<file path="src/bmi_pkg.sv">
// ----------------------------------------------------------------------------
// bmi_pkg
// Shared types and constants of the batch modular inverter.
// ----------------------------------------------------------------------------
package bmi_pkg;

    localparam int DATA_W = 64;
    localparam int IDX_W  = 6;
    localparam int ADDR_W = 4;

    // register index as decoded from paddr[3]
    localparam logic REG_MODULUS = 1'b0;
    localparam logic [DATA_W-1:0] MODULUS_RST = 64'd2;

    typedef enum logic [0:0] {
        ALU_DIV,
        ALU_MULMOD
    } t_alu_op;

    typedef struct packed {
        logic    start;
        t_alu_op op;
    } t_alu_cmd;

    typedef enum logic [4:0] {
        S_IDLE,
        S_RED,
        S_PRD_RD,
        S_PRD_GO,
        S_PRD_MUL,
        S_STORE,
        S_EU_CHK,
        S_EU_DIV,
        S_EU_MQ_GO,
        S_EU_MQ,
        S_EU_MUL_GO,
        S_EU_MUL,
        S_WALK,
        S_WK_GO1,
        S_WK_M1,
        S_WK_M2,
        S_WK_OUT
    } t_state;

endpackage

</file>
<file path="src/bmi_alu.sv">
// ----------------------------------------------------------------------------
// bmi_alu
// Bit-serial shared unit: 64-bit restoring divide (one quotient bit per
// cycle) and modular multiply by double-and-add (a double step and a conditional add step per bit).
// ----------------------------------------------------------------------------
module bmi_alu import bmi_pkg::*; (
    input  logic              i_clk,
    input  logic              i_rst_n,
    input  t_alu_cmd          i_cmd,
    input  logic [DATA_W-1:0] i_a,
    input  logic [DATA_W-1:0] i_m,
    input  logic [DATA_W-1:0] i_d,
    output logic              o_done,
    output logic [DATA_W-1:0] o_quo,
    output logic [DATA_W-1:0] o_rem
);

    logic              r_busy;
    logic              r_done;
    t_alu_op           r_op;
    logic [IDX_W-1:0]  r_cnt;
    logic              r_ph;
    logic [DATA_W-1:0] r_acc;
    logic [DATA_W-1:0] r_x;
    logic [DATA_W-1:0] r_a;
    logic [DATA_W-1:0] r_d;

    logic [DATA_W:0]   s_rem;
    logic [DATA_W:0]   s_sum;
    logic [DATA_W:0]   s_addin;
    logic [DATA_W:0]   s_red;
    logic              s_ge;
    logic [DATA_W-1:0] s_step;
    logic              s_last;

    always_comb begin
        s_rem   = {r_acc, r_x[DATA_W-1]};
        s_sum   = {1'b0, r_acc} + {1'b0, (r_ph ? r_a : r_acc)};
        s_addin = (r_op == ALU_DIV) ? s_rem : s_sum;
        // a carry out of the add also means "at least n"
        s_ge    = (s_addin >= {1'b0, r_d});
        s_red   = s_addin - {1'b0, r_d};
        s_step  = s_ge ? s_red[DATA_W-1:0] : s_addin[DATA_W-1:0];
        s_last  = (r_cnt == IDX_W'(DATA_W - 1));
    end

    always_ff @(posedge i_clk) begin
        if (!i_rst_n) begin
            r_busy <= 1'b0;
            r_done <= 1'b0;
            r_cnt  <= '0;
            r_ph   <= 1'b0;
        end else begin
            r_done <= 1'b0;
            if (i_cmd.start) begin
                r_busy <= 1'b1;
                r_cnt  <= '0;
                r_ph   <= 1'b0;
            end else if (r_busy) begin
                if (r_op == ALU_DIV || r_ph) begin
                    r_cnt <= r_cnt + 1'b1;
                    r_ph  <= 1'b0;
                    if (s_last) begin
                        r_busy <= 1'b0;
                        r_done <= 1'b1;
                    end
                end else begin
                    r_ph <= 1'b1;
                end
            end
        end
    end

    always_ff @(posedge i_clk) begin
        if (i_cmd.start) begin
            r_op  <= i_cmd.op;
            r_acc <= '0;
            r_x   <= (i_cmd.op == ALU_DIV) ? i_a : i_m;
            r_a   <= i_a;
            r_d   <= i_d;
        end else if (r_busy) begin
            if (r_op == ALU_DIV) begin
                r_acc <= s_step;
                r_x   <= {r_x[DATA_W-2:0], s_ge};
            end else if (!r_ph) begin
                r_acc <= s_step;
            end else begin
                if (r_x[DATA_W-1]) begin
                    r_acc <= s_step;
                end
                r_x <= {r_x[DATA_W-2:0], 1'b0};
            end
        end
    end

    assign o_done = r_done;
    assign o_quo  = r_x;
    assign o_rem  = r_acc;

    a_start_idle: assert property (@(posedge i_clk) disable iff (!i_rst_n)
        i_cmd.start |-> !r_busy) else $error("alu started while busy");
    a_done_idle: assert property (@(posedge i_clk) disable iff (!i_rst_n)
        r_done |-> !r_busy) else $error("alu done while still busy");
    a_done_after_busy: assert property (@(posedge i_clk) disable iff (!i_rst_n)
        r_done |-> $past(r_busy)) else $error("alu done without a run");

endmodule

</file>
<file path="config.mk">
export PLATFORM = sky130hd
export DESIGN_NAME = bmi_alu
export DESIGN_NICKNAME = d
export VERILOG_FILES = /design/src/bmi_pkg.sv /design/src/bmi_alu.sv
export SDC_FILE = /design/constraint.sdc
export NUM_CORES = 1
export LEC_CHECK = 0
export BUFFER_PORTS_ARGS = -buffer_cell sky130_fd_sc_hd__buf_2
export CORE_MARGIN = 2
export CORE_UTILIZATION = 35
export DETAILED_ROUTE_END_ITERATION = 8
export SYNTH_ARGS = -nofsm -noshare
export SYNTH_HDL_FRONTEND = slang
export SYNTH_SLANG_ARGS = --single-unit
export TNS_END_PERCENT = 10
</file>
<file path="constraint.sdc">
create_clock -name i_clk -period 10.4 [get_ports i_clk]
set_input_delay 1.56 -clock i_clk [delete_from_list [all_inputs] [get_ports i_clk]]
set_output_delay 1.56 -clock i_clk [all_outputs]
set_load 0.01 [all_outputs]
</file>
Word-level counts from Yosys, hierarchy flattened
Cells that the tools add are included.

Register bits: 266. Input bits: 196. Word-level logic and storage cells: 44.

Add/sub/neg operators: 3. Equal/unequal tests: 3. Reduce and logical (&&, ||, !) cells: 7. Order comparisons: 1. Bitwise gates (word level): 4. Mux-type cells: 17.

Operator list (count): $mux 64 (10); $add 64x64->65 (1); $ge 65x64->1 (1); $mux 65 (1); $sub 64x64->64 (1); $add 6x1->6 const B (1); $eq 6x6->1 const B (1); $mux 1 (6); $ne 3x2->1 const B (2); $reduce_and 2->1 (3); $not 1->1 (4); $reduce_or 4->1 (1); $reduce_bool 2->1 (1); $reduce_or 2->1 (1); $logic_or 1x1->1 (1).

Logic depth before layout (Yosys ltp)
Gate-level depths: netlist of the first run.

Depth after elaboration: 8. Mapped depth: 30. Gate-level depth less buffers: 24.

Worst setup path before layout of the first run
OpenSTA, ideal clock, no wires.

Path kind: reg-to-reg. Start: reg r_ph. End: reg r_acc[63], in the netlist o_rem[63]. Data arrival time: 6173 ps. Buffers on the path: 3. Period minus slack after synthesis: 6301 ps. Slack: 4099 ps. Setup time: 127 ps. Required time: 10273 ps. Cell stages (with the launch flop): 28. Cell sequence: dfxtp_1 -> clkbuf_1 -> clkbuf_1 -> mux2_2 -> ha_1 -> fa_1 -> a21o_1 -> a221oi_2 -> nor3_1 -> o21a_1 -> o21ai_2 -> o21ai_0 -> a221o_1 -> xor2_1 -> mux2_2 -> ha_1 -> clkbuf_1 -> a21oi_1 -> o21ai_0 -> a41oi_1 -> a21oi_1 -> o21bai_1 -> nand3_1 -> o221ai_2 -> o21ai_0 -> or4b_2 -> o311ai_0 -> nor2_1.

Longest elaborated chain between the ends: 8. Elaborated cells between the ends (all ways): 11. Those cells by class: 2 x add/sub; 1 x order compare; 1 x eq/ne; 6 x mux; 1 x reduce/logical.

Ends and longest elaborated chain: from (decl) (line bmi_alu.sv:22) `logic r_ph;`; from (signal assigned) (line bmi_alu.sv:52) `r_ph <= 1'b0;`; from (signal assigned) (line bmi_alu.sv:58) `r_ph <= 1'b0;`; from (signal assigned) (line bmi_alu.sv:62) `r_ph <= 1'b0;`; $mux 64 (line bmi_alu.sv:38) `s_sum = {1'b0, r_acc} + {1'b0, (r_ph ? r_a : r_acc)};`; $add 64x64->65 (line bmi_alu.sv:38); $mux 65 (line bmi_alu.sv:39) `s_addin = (r_op == ALU_DIV) ? s_rem : s_sum;`; $sub 64x64->64 or $ge 65x64->1 (tied branches) (line bmi_alu.sv:42, bmi_alu.sv:41); $mux 64 (line bmi_alu.sv:43) `s_step = s_ge ? s_red[DATA_W-1:0] : s_addin[DATA_W-1:0];`; $mux 64 (line bmi_alu.sv:88) `if (r_x[DATA_W-1]) begin`; $mux 64 (line bmi_alu.sv:85) `end else if (!r_ph) begin`; $mux 64 (line bmi_alu.sv:82) `if (r_op == ALU_DIV) begin`; to (signal assigned) (line bmi_alu.sv:83) `r_acc <= s_step;`; to (signal assigned) (line bmi_alu.sv:86) `r_acc <= s_step;`; to (signal assigned) (line bmi_alu.sv:89) `r_acc <= s_step;`; to (decl) (line bmi_alu.sv:23) `logic [DATA_W-1:0] r_acc;`.

Parallel ways exist; a longest one is shown, timed or not. The select of a mux whose other input is x is not followed. A chain may end at the register's enable or synchronous reset.

Worst setup path in the final report of the first run
Start: reg r_ph. End: reg r_acc[38], in the netlist o_rem[38].

Same word-level chain as after synthesis.

==> impl_results.md, run 1 <==
- Status: completed
- TritonCTS clock tree: yes
- Final setup margin: 1.94 ns
- Sequential area share after synthesis: 0.367
- Final Cycle Share: 0.813
- Die width: 242 um
- Worst Path Required: 10.86 ns
- Combinational share of power: 0.448
- Crit path max-delay family: simple AND/OR/NAND/NOR gates
- Overflow after GRT: 0
- Post-CTS resize count: 0
- Core ar.: 56200 um2
- Hold Path Class: reg2reg
- Clk_lat worst skew: 0.56 ns
- Layout cell share with drive strength beyond 1: 0.220
- Sw Pwr: 1860 uW
- Crit path buf inv count: 2
- Count of different cell masters after synthesis: 84
- Hold Violations, Final: 0
- Final net count: 2765
- Vias in the first global route: 17.3k
- Leakage: 0.0101 uW
- WL per Instance: 21.1 um
- Root Driver: clkbuf_16
- Post-synth ARST share: 0
- Maximum VDD drop: 101 uV
- Arrival time worst endpoint: 8.91 ns
- Clock sink count: 266
- Dpl ws: 2.03 ns
- Seq pwr share: 0.301
- PortBufs: 324
- Number of CTS-inserted buffers: 34
- Switching portion of total power: 0.409
- Drt initial violations: 1397
- Critical path startpoint category: register
- Endpoints failing setup: 0
- Final Max Tran Viols: 0
- P&R area growth vs syn: 16.4%
- Post-Syn Area: 19800 um2
- Die area: 58400 um2
- I/O pins: 325
- WHS: 0.491 ns
- Synth Flop Type: edfxtp_1
- RSZ-0062 raised after global routing: false
- Clk pin slew, worst setup/hold paths: 0.06 ns
- Post-CTS Setup Inserts: 0
- Cell Rows: 87
- R2R setup slack: 1.94 ns
- First-pass GRT wire length: 103000 um
- Power share of the clock group: 0.251
- YS warnings: 0
- All-Layer GR Usage: 0.224
- CP max stage delay: 0.72 ns
- Crit path cell chain: buf_4 > mux2_2 > ha_1 > nand2_1 > nor3_2 > nand4_1 > a311oi_1 > nor3_2 > o31ai_1 > a21oi_1 > xnor2_1 > mux2_2 > ha_1 > and2_1 > nand3_1 > nor4_1 > nand3_1 > a211oi_2 > o221ai_2 > o21ai_2 > or2_2 > buf_4 > nand2_1 > a311oi_1
- Starting Density: 0.352
- DR pass1 iterations: 5
- Post-layout minimum cycle time: 8.46 ns
- Drt total wl: 68100 um
- HPWL Detailed: 53000 um
- Via Count: 18.1k
- Routability cong.: 0.932
- Vias/cell: 5.62
- Worst Path Max Fanout: 47
- Slew headroom: 0.300
- H-tree depth: 2
- Slew @ Worst Pin: 1.05 ns
- Max Cap Viol: 0
- Setup_tns: 0 ns
- Pwr/cell area: 198 nW/um2
- Die Y: 242 um
- Post-synth EDFFs: 193
- Max Clock Freq: 118 MHz
- Slowest cell on crit path: dfxtp_2
- CTS Buffer Depth: 3
- Largest net degree at the start of global routing: 174
- Number of hold buffers added after CTS: 0
- Synth Instances: 2188
- Synthesized area per cell: 9.04 um2
- Post-Syn Nets: 2515
- ANT nets after route: 0
- CP Capture Type: register
- Worst Skew: 0.0169 ns
- Antenna violations before repair: 4
- Layout Utilization: 0.410
- Yosys reg bits: 266
- Int Power: 2700 uW
- Setup Crit Path Kind: reg2reg
- DRC Markers: 0
[layer usage]
| layer | vias up | track usage | part of all wire |
|---|---|---|---|
| met2 | 721 | 0.343 | 0.44 |
| met3 | 94 | 0.0383 | 0.072 |
| met5 | - | 0 | 0.00051 |
| met1 | 8703 | 0.323 | 0.46 |
| met4 | 6 | 0.0643 | 0.026 |
| li1 | 8571 | - | - |
[final cells by class]
class | instances | area [um2]
sequential | 266 | 7260
antenna | 2 | 5.00
timing repair buffer | 335 | 1730
inverter | 107 | 402
fill | 5694 | 33100
clock inverter | 13 | 114
tap | 756 | 946
clock buffer | 49 | 948
multi-input combinational | 1694 | 11600
[kinds of logic (layout without fill, tap and decap cells)]
family,Yosys count,count (layout),share of synthesized area
AO/OA/AOI/OAI,610,610,0.203
XOR/XNOR,112,112,0.0496
adder cells (fa/ha/maj),131,131,0.0836
buffers and inverters,228,504,0.0464
flip-flops,266,266,0.367
multiplexers,179,179,0.0976
other,0,2,0
AND/OR/NAND/NOR,662,662,0.153
[state kept, by name (all words and copies together) (netlist names)]
register / flops
r_a: 64
o_quo: 64
r_op: 1
r_cnt: 6
o_rem: 64
r_busy: 1
o_done: 1
r_d: 64
r_ph: 1
[tightest hold or removal path: stages, from the launching register on]
cell and delay (ns):
dfxtp_1 0.33, nand2_1 0.06, a21oi_1 0.06
[cell usage in the layout, fill, tap and decap left out, drive strengths merged, types with 9 or more instances in the layout]
cell type | netlist | final
and2 | 14 | 14
nor3 | 39 | 39
nor2 | 207 | 207
nand2 | 219 | 219
o31ai | 11 | 11
and3 | 12 | 12
edfxtp | 193 | 193
a211oi | 25 | 25
dfxtp | 73 | 73
a31oi | 19 | 19
nand3 | 44 | 44
mux2 | 111 | 111
o21bai | 23 | 23
nor4 | 11 | 11
o211ai | 11 | 11
or2 | 9 | 9
xnor2 | 69 | 69
clkinv | 0 | 10
or3 | 10 | 10
nor2b | 17 | 17
mux2i | 68 | 68
o21a | 13 | 13
buf | 34 | 335
nand4 | 49 | 49
xor2 | 43 | 43
a311oi | 42 | 42
inv | 107 | 107
ha | 129 | 129
o21ai | 100 | 100
clkbuf | 87 | 49
a21o | 61 | 61
nand2b | 11 | 11
a21oi | 235 | 235
[synth_stat cells (all sizes together) (5+ instances only)]
cell	count	area, um2
and2	14	87.6
mux2i	68	681
a21o	61	458
a21boi	6	45.0
o211ai	11	82.6
nand4	49	307
or3	10	62.6
xnor2	69	604
nor4	11	81.3
nand3	44	220
buf	34	190
a21oi	235	1180
inv	107	402
o31ai	11	82.6
a31oi	19	119
o21a	13	97.6
nand2	219	822
xor2	43	377
nor2b	17	106
a221oi	5	50.0
o21ai	100	519
a31o	6	52.6
nor2	207	777
mux2	111	1250
edfxtp	193	5800
nor3b	7	52.6
dfxtp	73	1460
o21bai	23	173
or2	9	56.3
a211oi	25	193
a211o	5	43.8
clkbuf	87	327
ha	129	1610
a311oi	42	424
nand2b	11	68.8
nor3	39	205
and3	12	75.1
[final timing paths]
kind                  from         to  cells after the start
setup / recovery      r_ph  o_rem[38]                     24
hold / removal    r_cnt[1]   r_cnt[1]                      2
setup reg to reg      r_ph  o_rem[38]                     24
hold reg to reg   r_cnt[1]   r_cnt[1]                      2
[power groups by stage]
stage               combinational (uW)  clock, uW  sequential, uW
floorplan                         1420          0            1370
global placement                  1990          0            1390
detailed placement                1990          0            1390
CTS                               2010       1170            1370
global route                      2230       1210            1390
finish                            2040       1140            1370
[per-stage QoR]
stage | instances | total power, uW | instance area, um2
6_report | 3222 | 4560 | 23000
5_1_grt | 3220 | 4820 | 23000
4_1_cts | 3220 | 4550 | 23000
3_5_place_dp | 3158 | 3380 | 22000
3_3_place_gp | 3158 | 3380 | 22000
2_1_floorplan | 2188 | 2790 | 19800
Power figures use the tool's default switching activity.
==> inputs of run 2 (changes only) <==
- clock period: 10.4 -> 7.7 ns (I/O delays scaled with it)
==> run 2 against run 1 <==
  * Via count decreased by 1.1%
  * Non-clock buffer count increased by 16
  * Worst setup slack got worse by 1.6 ns
  * Maximum frequency increased by 15%
  * Sequential power increased by 35%
  * Flip-flop and latch count unchanged
  * Highest routed layer unchanged
==> impl_results.md, run 2 (same netlist as run 1, synthesis figures left out) <==
- Status: completed
- WL per Instance: 21.1 um (-0.23%)
- Number of CTS-inserted buffers: 31 (-8.8%)
- Drt total wl: 68200 um (+0.14%)
- Max Cap Viol: 0 (unchanged)
- R2r startpoint: r_ph
- Die width: 242 um (unchanged)
- HPWL Detailed: 53200 um (+0.45%)
- Fillers: 5688 (-0.11%)
- Critical path startpoint category: register
- P&R area growth vs syn: 16.9%
- H-tree depth: 1 (-1)
- Leakage: 0.0101 uW (+0.66%)
- Via Count: 17.9k (-1.1%)
- DR pass1 iterations: 6 (+1)
- Layout cell share with drive strength beyond 1: 0.226 (+0.00661)
- Root Driver: clkbuf_16
- R2R setup slack: 0.37 ns (-1.57 ns)
- TritonCTS clock tree: yes
- Area of the multi-input gates: 11700 um2 (+0.25%)
- Vias/cell: 5.53 (-1.5%)
- Commonest non-fill, non-tap cell in the layout: buf_2
- Reg2Reg Depth: 24 (unchanged)
- Max Clock Freq: 137 MHz (+15%)
- Setup_tns: 0 ns (unchanged)
- Maximum VDD drop: 190 uV (+89%)
- Antenna violations before repair: 4 (unchanged)
- Vias in the first global route: 17.2k (-0.68%)
- Hold Violations, Final: 0 (unchanged)
- Endpoints failing setup: 0 (unchanged)
- Final Cycle Share: 0.951 (+0.138)
- Die Y: 242 um (unchanged)
- Drt initial violations: 1483 (+6.2%)
- CP dominant cell by count: nand3_1
- Crit path from: r_ph
- Number of hold buffers added after CTS: 0 (unchanged)
- CP Capture Type: register
- All-Layer GR Usage: 0.223 (-0.000872)
- First-pass GRT wire length: 103000 um (-0.13%)
- Most frequent cells in the layout: buf_2, a21oi_1, nand2_1
- CP max stage delay: 0.61 ns (-0.11 ns)
- Crit path cell chain: buf_12 > mux2_2 > ha_1 > and2_1 > nand3_1 > or4_1 > a311oi_1 > nor3_2 > buf_4 > o31ai_4 > a21oi_1 > xnor2_1 > mux2_2 > ha_1 > and2_1 > nand3_1 > nor4_1 > nand3_1 > a211oi_4 > o221ai_2 > o21ai_2 > nor2_2 > or3_1 > a311oi_1
- Pwr/cell area: 264 nW/um2 (+33%)
- Slew headroom: 0.363 (+0.0625)
- Final Max Tran Viols: 0 (unchanged)
- Core ar.: 56200 um2 (unchanged)
- Post-layout minimum cycle time: 7.33 ns (-1.13 ns)
- Die area: 58400 um2 (unchanged)
- Overflow after GRT: 0 (unchanged)
- Crit path max-delay family: simple AND/OR/NAND/NOR gates
- Setup Crit Path Kind: reg2reg
- Clk pin slew, worst setup/hold paths: 0.06 ns (about the same)
- Hold Path Class: reg2reg
- Final net count: 2779 (+0.51%)
- Slowest cell on crit path: or4_1
- ANT nets after route: 0 (unchanged)
- I/O pins: 325 (unchanged)
- Worst Skew: 0.0167 ns (-0.000228 ns)
- PortBufs: 324 (unchanged)
- Clk_lat worst skew: 0.60 ns (+0.04 ns)
- Arrival time worst endpoint: 7.83 ns (-1.08 ns)
- Crit path buf inv count: 2 (unchanged)
- Layout Utilization: 0.412 (+0.00169)
- Worst Path Max Fanout: 52 (+11%)
- Slew @ Worst Pin: 0.956 ns (-0.0937 ns)
- DRC Markers: 0 (unchanged)
- Clock sink count: 266 (unchanged)
- Largest net degree at the start of global routing: 167 (-4.0%)
- Worst Setup EP: o_rem[53]
- Worst flop-to-flop path endpoint: o_rem[53]
- Starting Density: 0.352 (unchanged)
- Critical path depth: 24 (unchanged)
- Register area: 7260 um2 (unchanged)
- Worst Path Required: 8.20 ns (-2.66 ns)
- Routability cong.: 0.954 (+2.4%)
- CTS Buffer Depth: 3 (unchanged)
- Cell Rows: 87 (unchanged)
- RSZ-0062 raised after global routing: false
[run 2: layer usage]
layer	vias to the layer above	share of wire	global-route usage
met5	-	0.00035	0
met4	4	0.031	0.0686
met3	109	0.066	0.0356
met2	596	0.43	0.340
met1	8567	0.47	0.324
li1	8617	-	-
[run 2: how the worst min path moves through the flow]
stage / startpoint / endpoint / depth (start not counted)
finish: r_cnt[1] / r_cnt[1] / 2
global route: r_cnt[1] / r_cnt[1] / 2
CTS: r_cnt[1] / r_cnt[1] / 2
detailed placement: r_cnt[1] / r_cnt[1] / 2
global placement: r_cnt[5] / r_cnt[5] / 2
floorplan: r_cnt[1] / r_cnt[1] / 2
[run 2: area by class of cell]
type                    count  area share
multi-input cells        1695       0.504
flip-flops and latches    266       0.314
repair buffers            351      0.0810
well taps                 756      0.0409
clock buffers              36      0.0344
inverters                 107      0.0174
clock inverters            21     0.00817
diodes                      2    0.000216
[run 2: power by group]
part	switching, uW	internal, uW	total (uW)
Combinational	1720	1070	2790
Sequential	151	1700	1850
Clock	634	835	1470
Total	2500	3600	6110
[run 2: through the flow]
stage	std cells	hold WS, ns	total power, uW	setup WS, ns	instance area [um2]
finish	3234	0.488	6110	0.374	23100
floorplan	2188	0.453	3770	1.40	19800
global placement	3172	0.464	4580	0.371	22100
global route	3233	0.504	6470	0.0448	23100
CTS	3229	0.491	6080	0.268	23100
detailed placement	3172	0.482	4580	0.303	22100
[run 2: worst reg2reg max path: cells and delay by family (launching register included)]
kind,cells,cell delay [ns]
XOR/XNOR,1,0.15
flip-flops,1,0.38
AND/OR/NAND/NOR,10,2.61
multiplexers,2,0.74
adder cells (fa/ha/maj),2,0.77
buffers and inverters,2,0.46
AO/OA/AOI/OAI,7,2.10
[run 2: what timing repair did]
action | 4_1_cts | 5_1_grt
gates resized for setup | 0 | 5
buffers inserted | 0 | 2
setup endpoints to repair | 0 | 64
